### src/hdl/mwh_pkg.sv
// constants and shared types of the murmur2 64-bit word hasher
package mwh_pkg;

    localparam logic [31:0] MIX_MUL    = 32'h5bd1e995;
    localparam int          MIX_SHIFT  = 24;
    localparam logic [31:0] SEED_RESET = 32'h00FF13FF;
    localparam int          FIN_SH1    = 18;
    localparam int          FIN_SH2    = 22;
    localparam int          FIN_SH3    = 17;
    localparam int          FIN_SH4    = 19;

    // datapath operations issued by the controller
    typedef enum logic [3:0] {
        OP_NONE,
        OP_LOAD,
        OP_MIX1,
        OP_MIX2,
        OP_LANE,
        OP_TAIL,
        OP_FIN1,
        OP_FIN2,
        OP_FIN3,
        OP_FIN4,
        OP_EMIT
    } t_op;

    // item facts the controller needs to pick its path
    typedef struct packed {
        logic full_word;
        logic part_word;
        logic last_item;
    } t_dp_status;

endpackage

### src/hdl/mwh_datapath.sv
// lane registers, mix register and the shared constant multiplier
module mwh_datapath
    import mwh_pkg::*;
(
    input  logic        i_clk,
    input  logic        i_rst_n,
    input  t_op         i_op,
    input  logic        i_seed_we,
    input  logic [31:0] i_seed,
    input  logic [31:0] i_word,
    input  logic [2:0]  i_byte_count,
    input  logic        i_first_word,
    input  logic        i_last_word,
    input  logic [31:0] i_total_length,
    output t_dp_status  o_status,
    output logic [63:0] o_hash_value
);

    logic [31:0] r_seed;
    logic [31:0] r_lane_one;
    logic [31:0] r_lane_two;
    logic        r_toggle;
    logic [31:0] r_word;
    logic [31:0] r_k;
    logic        r_last;
    logic [63:0] r_hash;
    logic [31:0] n_word;
    logic [31:0] w_mul_a;
    logic [31:0] w_prod;

    // mask off bytes beyond the byte count
    always_comb begin
        unique case (i_byte_count)
            3'd1:    n_word = i_word & 32'h0000_00FF;
            3'd2:    n_word = i_word & 32'h0000_FFFF;
            3'd3:    n_word = i_word & 32'h00FF_FFFF;
            default: n_word = i_word;
        endcase
    end

    // multiplier operand select
    always_comb begin
        unique case (i_op)
            OP_MIX1: w_mul_a = r_word;
            OP_MIX2: w_mul_a = r_k ^ (r_k >> MIX_SHIFT);
            OP_LANE: w_mul_a = r_toggle ? r_lane_two : r_lane_one;
            OP_TAIL: w_mul_a = r_lane_two ^ r_word;
            OP_FIN1: w_mul_a = r_lane_one ^ (r_lane_two >> FIN_SH1);
            OP_FIN2: w_mul_a = r_lane_two ^ (r_lane_one >> FIN_SH2);
            OP_FIN3: w_mul_a = r_lane_one ^ (r_lane_two >> FIN_SH3);
            OP_FIN4: w_mul_a = r_lane_two ^ (r_lane_one >> FIN_SH4);
            default: w_mul_a = r_word;
        endcase
    end

    // shared multiplier, low word kept
    assign w_prod = w_mul_a * MIX_MUL;

    // seed register
    always_ff @(posedge i_clk) begin
        if (!i_rst_n) begin
            r_seed <= SEED_RESET;
        end else if (i_seed_we) begin
            r_seed <= i_seed;
        end
    end

    // lane state
    always_ff @(posedge i_clk) begin
        if (!i_rst_n) begin
            r_lane_one <= '0;
            r_lane_two <= '0;
            r_toggle   <= 1'b0;
        end else begin
            unique case (i_op)
                OP_LOAD: begin
                    if (i_first_word) begin
                        r_lane_one <= r_seed ^ i_total_length;
                        r_lane_two <= '0;
                        r_toggle   <= 1'b0;
                    end
                end
                OP_LANE: begin
                    if (r_toggle) begin
                        r_lane_two <= w_prod ^ r_k;
                    end else begin
                        r_lane_one <= w_prod ^ r_k;
                    end
                    r_toggle <= ~r_toggle;
                end
                OP_TAIL: r_lane_two <= w_prod;
                OP_FIN1: r_lane_one <= w_prod;
                OP_FIN2: r_lane_two <= w_prod;
                OP_FIN3: r_lane_one <= w_prod;
                OP_FIN4: begin
                    r_lane_two <= w_prod;
                    r_toggle   <= 1'b0;
                end
                default: begin
                end
            endcase
        end
    end

    // item capture, mix value and result payload
    always_ff @(posedge i_clk) begin
        unique case (i_op)
            OP_LOAD: begin
                r_word <= n_word;
                r_last <= i_last_word;
            end
            OP_MIX1: r_k <= w_prod;
            OP_MIX2: r_k <= w_prod;
            OP_EMIT: r_hash <= {r_lane_one, r_lane_two};
            default: begin
            end
        endcase
    end

    assign o_status.full_word = i_byte_count[2];
    assign o_status.part_word = !i_byte_count[2] && (i_byte_count[1:0] != 2'd0);
    assign o_status.last_item = (i_op == OP_LOAD) ? i_last_word : r_last;
    assign o_hash_value       = r_hash;

endmodule

### src/hdl/mwh_ctrl.sv
// sequencer that steps the datapath through mix, tail and finalization
module mwh_ctrl
    import mwh_pkg::*;
(
    input  logic       i_clk,
    input  logic       i_rst_n,
    input  logic       i_in_valid,
    input  logic       i_out_stall,
    input  t_dp_status i_status,
    output t_op        o_op,
    output logic       o_in_stall,
    output logic       o_out_valid
);

    typedef enum logic [3:0] {
        S_IDLE,
        S_MIX1,
        S_MIX2,
        S_LANE,
        S_TAIL,
        S_FIN1,
        S_FIN2,
        S_FIN3,
        S_FIN4,
        S_EMIT
    } t_state;

    t_state r_state;
    t_state n_state;
    logic   r_out_valid;
    logic   w_out_free;

    assign w_out_free = !r_out_valid || !i_out_stall;

    // operation and next state
    always_comb begin
        o_op    = OP_NONE;
        n_state = r_state;
        unique case (r_state)
            S_IDLE: begin
                if (i_in_valid) begin
                    o_op = OP_LOAD;
                    priority if (i_status.full_word) begin
                        n_state = S_MIX1;
                    end else if (i_status.part_word) begin
                        n_state = S_TAIL;
                    end else if (i_status.last_item) begin
                        n_state = S_FIN1;
                    end else begin
                        n_state = S_IDLE;
                    end
                end
            end
            S_MIX1: begin
                o_op    = OP_MIX1;
                n_state = S_MIX2;
            end
            S_MIX2: begin
                o_op    = OP_MIX2;
                n_state = S_LANE;
            end
            S_LANE: begin
                o_op    = OP_LANE;
                n_state = i_status.last_item ? S_FIN1 : S_IDLE;
            end
            S_TAIL: begin
                o_op    = OP_TAIL;
                n_state = i_status.last_item ? S_FIN1 : S_IDLE;
            end
            S_FIN1: begin
                o_op    = OP_FIN1;
                n_state = S_FIN2;
            end
            S_FIN2: begin
                o_op    = OP_FIN2;
                n_state = S_FIN3;
            end
            S_FIN3: begin
                o_op    = OP_FIN3;
                n_state = S_FIN4;
            end
            S_FIN4: begin
                o_op    = OP_FIN4;
                n_state = S_EMIT;
            end
            S_EMIT: begin
                if (w_out_free) begin
                    o_op    = OP_EMIT;
                    n_state = S_IDLE;
                end
            end
            default: begin
                n_state = S_IDLE;
            end
        endcase
    end

    // state and result valid
    always_ff @(posedge i_clk) begin
        if (!i_rst_n) begin
            r_state     <= S_IDLE;
            r_out_valid <= 1'b0;
        end else begin
            r_state <= n_state;
            if (o_op == OP_EMIT) begin
                r_out_valid <= 1'b1;
            end else if (!i_out_stall) begin
                r_out_valid <= 1'b0;
            end
        end
    end

    assign o_in_stall  = (r_state != S_IDLE);
    assign o_out_valid = r_out_valid;

endmodule

### src/hdl/murmur2_64b_word_hasher.sv
// Streaming murmur2 64-bit hasher: one 32-bit key word per item, one 64-bit result per key.
// Every multiplication goes through a single shared 32x32 constant multiplier, so an item is first
// taken in and then runs one multiplier step after another: a full word needs two mix multiplies
// and one lane multiply, a partial word one tail multiply, an empty word no multiply at all.
// A last item adds finalization steps FIN1 to FIN4 and a load of the result register, which
// then holds the result while the next key already streams in; a second result waits for the
// first to be taken. The seed may only be written while no key is in flight.
module murmur2_64b_word_hasher
    import mwh_pkg::*;
(
    input  logic        i_clk,
    input  logic        i_rst_n,
    input  logic        i_seed_we,
    input  logic [31:0] i_seed,
    input  logic        i_in_valid,
    output logic        o_in_stall,
    input  logic [31:0] i_word,
    input  logic [2:0]  i_byte_count,
    input  logic        i_first_word,
    input  logic        i_last_word,
    input  logic [31:0] i_total_length,
    output logic        o_out_valid,
    input  logic        i_out_stall,
    output logic [63:0] o_hash_value
);

    t_op        w_op;
    t_dp_status w_status;

    // sequencer
    mwh_ctrl u_ctrl (
        .i_clk       (i_clk),
        .i_rst_n     (i_rst_n),
        .i_in_valid  (i_in_valid),
        .i_out_stall (i_out_stall),
        .i_status    (w_status),
        .o_op        (w_op),
        .o_in_stall  (o_in_stall),
        .o_out_valid (o_out_valid)
    );

    // lanes and multiplier
    mwh_datapath u_datapath (
        .i_clk          (i_clk),
        .i_rst_n        (i_rst_n),
        .i_op           (w_op),
        .i_seed_we      (i_seed_we),
        .i_seed         (i_seed),
        .i_word         (i_word),
        .i_byte_count   (i_byte_count),
        .i_first_word   (i_first_word),
        .i_last_word    (i_last_word),
        .i_total_length (i_total_length),
        .o_status       (w_status),
        .o_hash_value   (o_hash_value)
    );

endmodule

### config.mk
export PLATFORM = sky130hd
export DESIGN_NAME = murmur2_64b_word_hasher
export DESIGN_NICKNAME = d
export VERILOG_FILES = /design/src/hdl/mwh_pkg.sv /design/src/hdl/mwh_datapath.sv /design/src/hdl/mwh_ctrl.sv /design/src/hdl/murmur2_64b_word_hasher.sv
export SDC_FILE = /design/constraint.sdc
export NUM_CORES = 1
export LEC_CHECK = 0
export ABC_AREA = 0
export BUFFER_PORTS_ARGS = -buffer_cell sky130_fd_sc_hd__clkbuf_2
export CORE_MARGIN = 2
export CORE_UTILIZATION = 23
export DETAILED_ROUTE_END_ITERATION = 10
export PLACE_DENSITY_LB_ADDON = 0.2
export SLEW_MARGIN = 0
export SYNTH_ARGS = -nofsm -noshare
export SYNTH_HDL_FRONTEND = slang
export SYNTH_SLANG_ARGS = --single-unit
### constraint.sdc
create_clock -name i_clk -period 12.3 [get_ports i_clk]
set_input_delay 0.615 -clock i_clk [delete_from_list [all_inputs] [get_ports i_clk]]
set_output_delay 0.615 -clock i_clk [all_outputs]
set_load 0.05 [all_outputs]
=== Word level (Yosys, flattened, before mapping) ===
Index checks and enable logic that the tools add are counted.

* Flip-flop bits (word level): 231

* Multiply operators: 1
* Equal/unequal tests: 28
* Reduce and logical (&&, ||, !) cells: 19
* Muxes and demuxes: 23
* Bitwise operators: 9

{| class="wikitable"
|+ Operators with widths
! kind !! number
|-
| one-hot mux 32 bit (3 select lines) || 3
|-
| one-hot mux 32 bit (7 select lines) || 1
|-
| two-way mux 32 bit || 5
|-
| XOR 32 bit || 3
|-
| one-hot mux 4 bit (10 select lines) || 1
|-
| one-hot mux 4 bit (9 select lines) || 1
|-
| equality test 4 x 3 -> 1 bit (second input constant) || 8
|-
| multiplier 32 x 31 -> 32 bit (second input constant) || 1
|-
| XOR 32 x 10 -> 32 bit || 1
|-
| XOR 32 x 13 -> 32 bit || 1
|-
| XOR 32 x 14 -> 32 bit || 1
|-
| XOR 32 x 15 -> 32 bit || 1
|-
| XOR 32 x 8 -> 32 bit || 1
|-
| equality test 4 bit (second input constant) || 5
|-
| two-way mux 4 bit || 5
|-
| equality test 4 x 2 -> 1 bit (second input constant) || 4
|-
| nonzero test 3 bit || 3
|-
| equality test 4 x 1 -> 1 bit (second input constant) || 2
|-
| equality test 3 x 2 -> 1 bit (second input constant) || 2
|-
| inequality test 2 x 1 -> 1 bit (second input constant) || 3
|-
| inequality test 2 bit (second input constant) || 3
|-
| AND reduction 3 bit || 2
|-
| OR reduction 2 bit || 3
|-
| two-way mux 1 bit || 5
|-
| other kinds (12) || 15
|}

=== Longest topological paths before layout ===
Gate-level depths: netlist (run 1).

* Depth after elaboration: 11
* Gate-level depth with buffers: 36
* Depth with buffers taken out: 33

=== By module ===
From an unflattened synthesis (run 1), not the netlist that was laid out.

* Cells, all modules: 2058
* Area, all modules: 20070.5 um2

{| class="wikitable"
|+ Modules (own cells, without submodules)
! module !! area each (um2) !! instances !! cells an instance
|-
| mwh_datapath || 19670.1 || 1 || 2003
|-
| mwh_ctrl || 400.4 || 1 || 55
|}

=== Worst setup path after synthesis (run 1) ===
No wires, ideal clock.

* Kind: flip-flop to flip-flop
* Start: reg u_ctrl.r_state[1]
* End: reg u_datapath.r_lane_two[29]
* Library setup time: 116 ps
* Cell stages (with the launch flop): 31
* Required time: 12184 ps
* Arrival: 8609 ps
* Path buffers: 5
* Setup slack: 3575 ps
* Cells stage by stage: dfxtp_1 buf_2 buf_1 clkbuf_1 clkbuf_1 mux2i_1 o21ai_0 a221oi_1 a41oi_1 fa_1 ha_1 inv_1 fa_1 inv_1 fa_1 fa_1 fa_1 fa_1 inv_1 fa_1 inv_1 ha_1 clkbuf_1 nand3_1 or4_1 a31oi_1 o41a_1 xor2_1 nor2_1 nand4b_1 o211a_1

* Word-level cells in the longest chain between the ends: 8

{| class="wikitable"
|+ RTL lines
! item !! line !! source
|-
| start: declaration || mwh_ctrl.sv:28 || <nowiki>t_state r_state;</nowiki>
|-
| start signal: assignment || mwh_ctrl.sv:104 || <nowiki>r_state <= n_state;</nowiki>
|-
| equality test 4 bit (tied with other cells) || mwh_ctrl.sv:39 || <nowiki>unique case (r_state)</nowiki>
|-
| one-hot mux 4 bit (10 select lines) * || mwh_ctrl.sv:39 ||
|-
| equality test 4 bit (tied with other cells) || mwh_datapath.sv:43 || <nowiki>unique case (i_op)</nowiki>
|-
| one-hot mux 32 bit (7 select lines) * || mwh_datapath.sv:43 ||
|-
| multiplier 32 x 31 -> 32 bit * || mwh_datapath.sv:57 || <nowiki>assign w_prod = w_mul_a * MIX_MUL;</nowiki>
|-
| net u_datapath.w_prod[29] || mwh_datapath.sv:29 || <nowiki>logic [31:0] w_prod;</nowiki>
|-
| XOR 32 bit || mwh_datapath.sv:85 || <nowiki>r_lane_two <= w_prod ^ r_k;</nowiki>
|-
| two-way mux 32 bit || mwh_datapath.sv:84 || <nowiki>if (r_toggle) begin</nowiki>
|-
| one-hot mux 32 bit (3 select lines) * || mwh_datapath.sv:75 || <nowiki>unique case (i_op)</nowiki>
|-
| end signal: assignment || mwh_datapath.sv:85 ||
|-
| end signal: assignment || mwh_datapath.sv:91 || <nowiki>OP_TAIL: r_lane_two <= w_prod;</nowiki>
|-
| end signal: assignment || mwh_datapath.sv:93 || <nowiki>OP_FIN2: r_lane_two <= w_prod;</nowiki>
|-
| end: declaration || mwh_datapath.sv:21 || <nowiki>logic [31:0] r_lane_two;</nowiki>
|}

Mark *: on every way through the listed nets, which the timed path passes. The rest lies on a longest branch. The select of a mux whose other input is x is not followed.
A chain may end at the register's enable or synchronous reset.

=== Worst setup path after layout (run 1) ===
Same ends and word-level chain as after synthesis.

==> summary.md, run 1 <==
| Metric | Value |
|---|---|
| Finished Layout Cells | 3,406 |
| Net count after synthesis | 2,565 |
| Slew @ Worst Pin | 1.29 ns |
| CP Class | reg2reg |
| Post-synthesis register bit count | 231 |
| Finished layout cell area | 23,700 um^2 |
| Iteration-0 DRC Markers | 1,143 |
| Clock Pin Slew Worst Setup and Hold Paths | 0.06 ns |
| CP max FO | 47 |
| Total GRT Usage | 17.1% |
| Vias in the first global route | 16,200 |
| GP Congestion | 0.911 |
| GR Overflow Total | 0 |
| Synth-to-layout area growth | 16.6% |
| Final hold vios | 0 |
| CTS Buf Count | 30 |
| RSZ-0062 raised after global routing | false |
| Top_reg_cell synth | edfxtp_1 |
| Initial antenna violation count | 1 |
| Largest net degree at the start of global routing | 65 |
| Yosys cell types | 80 |
| Num rows | 109 |
| F_max | 0.0967 GHz |
| Io pins | 172 |
| Final Setup Violations | 0 |
| Critical path's top delay family | adder cells |
| Min Tclk post-route | 10.34 ns |
| Sink Count | 231 |
| CTS tree | built |
| Worst-Skew Late Latency | 0.63 ns |
| Setup TNS | 0 ns |
| Slowest stage delay, CP | 0.93 ns |
| Buf/Inv on CP | 8 |
| Global-route wire length before repair | 114 mm |
| Asr flop ratio synth | 0% |
| # Max-Cap Violations | 0 |
| Part of the cycle the worst path needs | 84.1% |
| Vias per inst | 4.66 |
| Synth Cell Area | 20,400 um^2 |
| Max Clock Skew | 0.0772 ns |
| Post-Place Cells | 3,350 |
| Most frequent CP cell | fa_1 |
| Chip width | 302 um |
| Status | complete, no violations |
| WL/cell | 23.0 um |
| Port Buffers | 171 |
| Core Footprint | 88,100 um^2 |
| Layout Nets | 2,721 |
| Final Max Slew Viols | 0 |
| Slowest cell on crit path | dfxtp_2 |
| Post-synth EDFFs | 128 |
| CTS Buffer Depth | 3 |
| H-Tree Depth | 1 |
| DP HPWL | 61.5 mm |
| CP Capture Type | flop |
| Worst Path Arrival | 10.86 ns |
| Hold_buf cts | 0 |
| Die Y | 302 um |
| Slew headroom | 13.8% |
| Share of the yosys chip area belonging to registers | 29.0% |
| Mapped Avg Cell Area | 9.88 um^2 |
| Postcts setup bufs | 0 |
| Number of diodes | 0 |
| Setup crit start kind | flop |
| Cells after Synth | 2,061 |
| Final wirelength | 78.4 mm |
| Share of cells above drive strength 1 | 13.3% |
| ANT nets after route | 0 |
| # resized after CTS | 0 |
| Vias | 15,900 |
| CP required | 12.81 ns |
| Hold crit path type | in2reg |
| Root Driver | clkbuf_16 |
| Synth warnings | 0 |
| # DRC | 0 |
| Pre-antenna DRT Iters | 8 |
| Die area | 90,900 um^2 |
| Starting Density | 23.1% |
| Post-DP Area | 22,700 um^2 |
## worst paths after layout
kind | from | end | slack (ns) | cells past startpoint
worst min register to register | u_datapath.r_seed[20] | u_datapath.r_seed[20] | 0.49 | 2
worst max-delay path | u_ctrl.r_state[1] | u_datapath.r_lane_two[29] | 1.96 | 31
worst max register to register | u_ctrl.r_state[1] | u_datapath.r_lane_two[29] | 1.96 | 31
worst min-delay path | i_seed[0] | u_datapath.r_seed[0] | 0.20 | 3
## cell usage after synthesis, types with 16 or more instances
master	n	share of area, %
a211oi_1	34	1.3
a21oi_1	61	1.5
a221oi_1	16	0.69
a222oi_1	17	0.84
a22oi_1	25	0.92
a31oi_1	32	0.98
clkbuf_1	62	1.1
dfxtp_1	103	10
edfxtp_1	128	19
fa_1	181	18
ha_1	217	13
inv_1	372	6.9
mux2i_1	54	2.7
nand2_1	105	1.9
nand3_1	17	0.42
nor2_1	154	2.8
nor2b_1	23	0.71
nor3b_1	18	0.66
o21ai_0	95	2.3
xnor2_1	63	2.7
xor2_1	61	2.6
## cell type report
class | count | area, um^2
fillers | 9457 | 64400
multi-input cells | 1373 | 12800
flip-flops and latches | 231 | 5910
well taps | 1165 | 1460
inverters | 374 | 1410
repair buffers | 207 | 1130
clock buffers | 36 | 793
clock inverters | 20 | 274
## routing by layer
metal  vias up  routed length, um  track usage, %
met5         -                  0               0
met4         0               2920            5.83
met3       110               3950            2.02
met2       512              36900            28.7
met1      7925              34700            22.7
li1       7308                  -               -
## cells by family (layout without fill, tap and decap cells)
family	after synthesis	in the layout	synth area share, %
AND/OR/NAND/NOR	385	385	8.92
buffers and inverters	457	637	8.63
multiplexers	66	66	3.32
adder cells (fa/ha/maj)	398	398	31.1
AO/OA/AOI/OAI	395	395	13.1
XOR/XNOR	129	129	5.87
flip-flops	231	231	29.0
## placed cells by master (no fill, tap or decap), types with 8 or more instances in the layout
master     instances
ha_1             217
o211ai_1           9
a311oi_1          15
xor2_1            61
nand2_1          105
buf_4             36
nor3b_1           17
mux2_2            12
nand3_1           17
mux2i_1           54
inv_1            372
xnor2_1           63
clkbuf_16         30
a221oi_1          16
nor3_1            10
and3_1             8
and2_1            14
nor2_1           151
dfxtp_1          102
nor2b_1           23
a21o_1            11
a211oi_1          34
clkbuf_2         171
edfxtp_1         128
nand2b_1           8
o21a_1            15
o21ai_0           95
a22oi_1           25
fa_1             181
o22ai_1           13
a21oi_1           61
a31oi_1           31
a222oi_1          17
## sequential cells by signal, indices dropped and copies added, names as in the netlist
signal / flops
u_datapath.r_last: 1
u_datapath.o_hash_value: 64
u_datapath.r_k: 32
u_datapath.r_seed: 32
u_datapath.r_toggle: 1
u_ctrl.r_state: 4
u_datapath.r_lane_two: 32
u_ctrl.o_out_valid: 1
u_datapath.r_word: 32
u_datapath.r_lane_one: 32
## through the flow
stage               setup WS, ns  hold WS [ns]  utilization, %
global placement            2.32         0.476            25.7
finish                      1.96         0.201            26.9
floorplan                   3.57         0.406               -
global route                1.55         0.168            26.9
CTS                         2.08         0.157            26.9
detailed placement          2.02         0.480            25.7
## worst reg2reg max path: cells and delay by family (launching register included)
family          cells  cell delay (ns)
fa+ha+maj           9             4.19
simple gates        8             2.63
buf+inv             8             1.13
compound gates      5             1.04
flops               1             0.93
xor+xnor            1             0.36
Power of run 1 is not shown: default switching activity piles up to over one toggle a cycle in this logic, so the estimate is an artifact.
==> run 2, diff against run 1 <==
Settings changed: ABC_AREA 0 to 1.
Clock period 12.3 ns to 8.41 ns, I/O delays scaled along.
==> summary.md, run 2 <==
| Metric | Value |
|---|---|
| Status | complete, no violations |
| Starting Density | 23.3% (+0.19 points) |
| Final Setup Violations | 0 (unchanged) |
| Pre-antenna DRT Iters | 5 (-3) |
| Area of the multi-input gates | 13,000 um^2 (+1.6%) |
| Mapped Avg Cell Area | 8.49 um^2 (-14%) |
| Core Footprint | 90,300 um^2 (+2.5%) |
| Final wirelength | 83.9 mm (+7.0%) |
| Most common cell after layout, fill and taps aside | inv_1 |
| Share of cells above drive strength 1 | 17.8% (+4.5 points) |
| H-Tree Depth | 1 (unchanged) |
| Register area | 5910 um^2 (+0.11%) |
| WL/cell | 21.3 um (-7.7%) |
| Top cells by count, synth | inv_1 (521), nand2_1 (425), ha_1 (217) |
| Most frequent cell after synthesis | inv_1 |
| Worst Path Arrival | 8.46 ns (-2.40 ns) |
| Die area | 93,900 um^2 (+3.3%) |
| CTS Buffer Depth | 3 (unchanged) |
| CP max FO | 7 (-85%) |
| Synth warnings | 0 (unchanged) |
| CP Capture Type | flop |
| Root Driver | clkbuf_16 |
| Hold_buf cts | 0 (unchanged) |
| Filler cell count in the final layout | 9,809 (+3.7%) |
| Vias in the first global route | 17,800 (+10%) |
| Slowest cell on crit path | fa_1 |
| Largest net degree at the start of global routing | 92 (+42%) |
| Post-synthesis register bit count | 231 (unchanged) |
| Sink Count | 231 (unchanged) |
| Final Max Slew Viols | 0 (unchanged) |
| Part of the cycle the worst path needs | 94.6% (+10 points) |
| Setup crit start kind | flop |
| Top_reg_cell synth | edfxtp_1 |
| Die Y | 306 um (+1.6%) |
| Slew @ Worst Pin | 1.12 ns (-0.173 ns) |
| Synth Cell Area | 21,000 um^2 (+3.3%) |
| # Max-Cap Violations | 0 (unchanged) |
| CTS Buf Count | 25 (-17%) |
| Port Buffers | 171 (unchanged) |
| # DRC | 0 (unchanged) |
| Synth-to-layout area growth | 20.0% |
| Share of the yosys chip area belonging to registers | 28.1% (-0.93 points) |
| Global-route wire length before repair | 122 mm (+7.1%) |
| CTS tree | built |
| Slew headroom | 25.6% (+12 points) |
| RSZ-0062 raised after global routing | true |
| Worst-Skew Late Latency | 0.58 ns (-0.05 ns) |
| DP HPWL | 68.6 mm (+12%) |
| Io pins | 172 (unchanged) |
| Hold crit path type | in2reg |
| Cells after Synth | 2,479 (+20%) |
| F_max | 0.126 GHz (+30%) |
| Post-synth EDFFs | 128 (unchanged) |
| GP Congestion | 0.899 (-1.4%) |
| Yosys cell types | 54 (-33%) |
| Asr flop ratio synth | 0% (unchanged) |
| Commonest non-fill, non-tap cells in the layout | inv_1 (519), nand2_1 (419), ha_1 (216), fa_1 (180), clkbuf_2 (170) |
| Initial antenna violation count | 2 (+1) |
| CP Class | reg2reg |
| Iteration-0 DRC Markers | 1,498 (+31%) |
| Total GRT Usage | 17.7% (+0.62 points) |
| Vias per inst | 4.49 (-3.5%) |
| Min Tclk post-route | 7.95 ns (-2.39 ns) |
| Max Clock Skew | 0.0211 ns (-0.0562 ns) |
| Slowest stage delay, CP | 0.54 ns (-0.39 ns) |
| Layout Nets | 3,257 (+20%) |
| Net count after synthesis | 2,983 (+16%) |
| Vias | 17,700 (+12%) |
| Largest area contributor in the netlist | edfxtp_1 |
| Setup TNS | 0 ns (unchanged) |
| Chip width | 306 um (+1.6%) |
| CP required | 8.91 ns (-3.90 ns) |
| Clock Pin Slew Worst Setup and Hold Paths | 0.08 ns (+0.02 ns) |
| Area share of the largest cell type after synthesis | 18.3% (-0.61 points) |
| Max reg flops | 64 (unchanged) |
| Num rows | 110 (+0.92%) |
| Number of diodes | 0 (unchanged) |
| Final hold vios | 0 (unchanged) |
| ANT nets after route | 0 (unchanged) |
| Synth area leaders | edfxtp_1 (18%), fa_1 (17%), ha_1 (13%) |
| GR Overflow Total | 0 (unchanged) |
## run 2: changes by cell type in the layout (fill, tap and decap cells not counted), moves of 42 or more
| cell | delta |
|---|---|
| nand2_1 | +314 |
| inv_1 | +147 |
| buf_4 | +99 |
| nand3_1 | +90 |
| or2_2 | +56 |
| mux2i_1 | -54 |
| o21ai_0 | +47 |
| a21oi_1 | +42 |
## run 2: final timing paths
check	slack [ns]	endpoint	depth (start not counted)	start
max	0.46	u_datapath.r_lane_two[31]	40	u_ctrl.r_state[2]
min	0.04	u_datapath.r_word[0]	1	i_word[0]
min reg2reg	0.48	u_datapath.r_seed[23]	2	u_datapath.r_seed[23]
max reg2reg	0.46	u_datapath.r_lane_two[31]	40	u_ctrl.r_state[2]
## run 2: kinds of logic (layout without fill, tap and decap cells)
logic type	after synthesis	count (layout)	share of synthesized area [%]
adders and majority gates	398	398	30.1
xor gates and xnor gates	98	98	4.08
buffers and inverters	602	895	10.9
and+or+nand+nor	787	787	16.9
DFF	231	231	28.1
AOI/OAI and AO/OA	363	363	9.94
## run 2: area by class of cell
type | count | area share [%]
clock buffers | 30 | 2.67
clock inverters | 16 | 0.837
inverters | 537 | 7.99
multi-input cells | 1646 | 51.4
flip-flops and latches | 231 | 23.4
well taps | 1176 | 5.83
repair buffers | 312 | 7.87
## run 2: layer usage
metal  up-vias  part of all wire [%]  track usage [%]  wire, um
met4         2                   1.5             2.83      1280
met5         -                 0.011                0         9
met1      8600                    48             25.9     40600
met3        67                   8.2             4.74      6900
met2       589                    42             26.3     35100
li1       8485                     -                -         -
## run 2: worst max-delay path, delay by kind of cell, from the launching register on
family                   cells  cell delay (ns)
adder cells (fa/ha/maj)      9             4.28
AND/OR/NAND/NOR             17             1.84
buffers and inverters       11             0.92
AO/OA/AOI/OAI                3             0.45
flip-flops                   1             0.38
## run 2: through the flow
stage,worst slack (ns),util [%],area [um^2],std cells,hold WS (ns)
6_report,0.456,28.0,25300,3948,0.0355
5_1_grt,-0.0178,28.0,25300,3948,0.0216
4_1_cts,0.0203,27.8,25100,3946,0.0196
3_5_place_dp,-0.0279,26.8,24200,3896,0.462
3_3_place_gp,0.0579,26.8,24200,3896,0.461
2_1_floorplan,0.441,-,21000,2479,0.406
## run 2: timing repair
action	4_1_cts	5_1_grt
gates cloned	0	0
pin swaps	1	7
setup buffers	4	2
endpoints found under the setup margin	2	20
resized for setup	1	34
Power of run 2 is left out for the same reason.
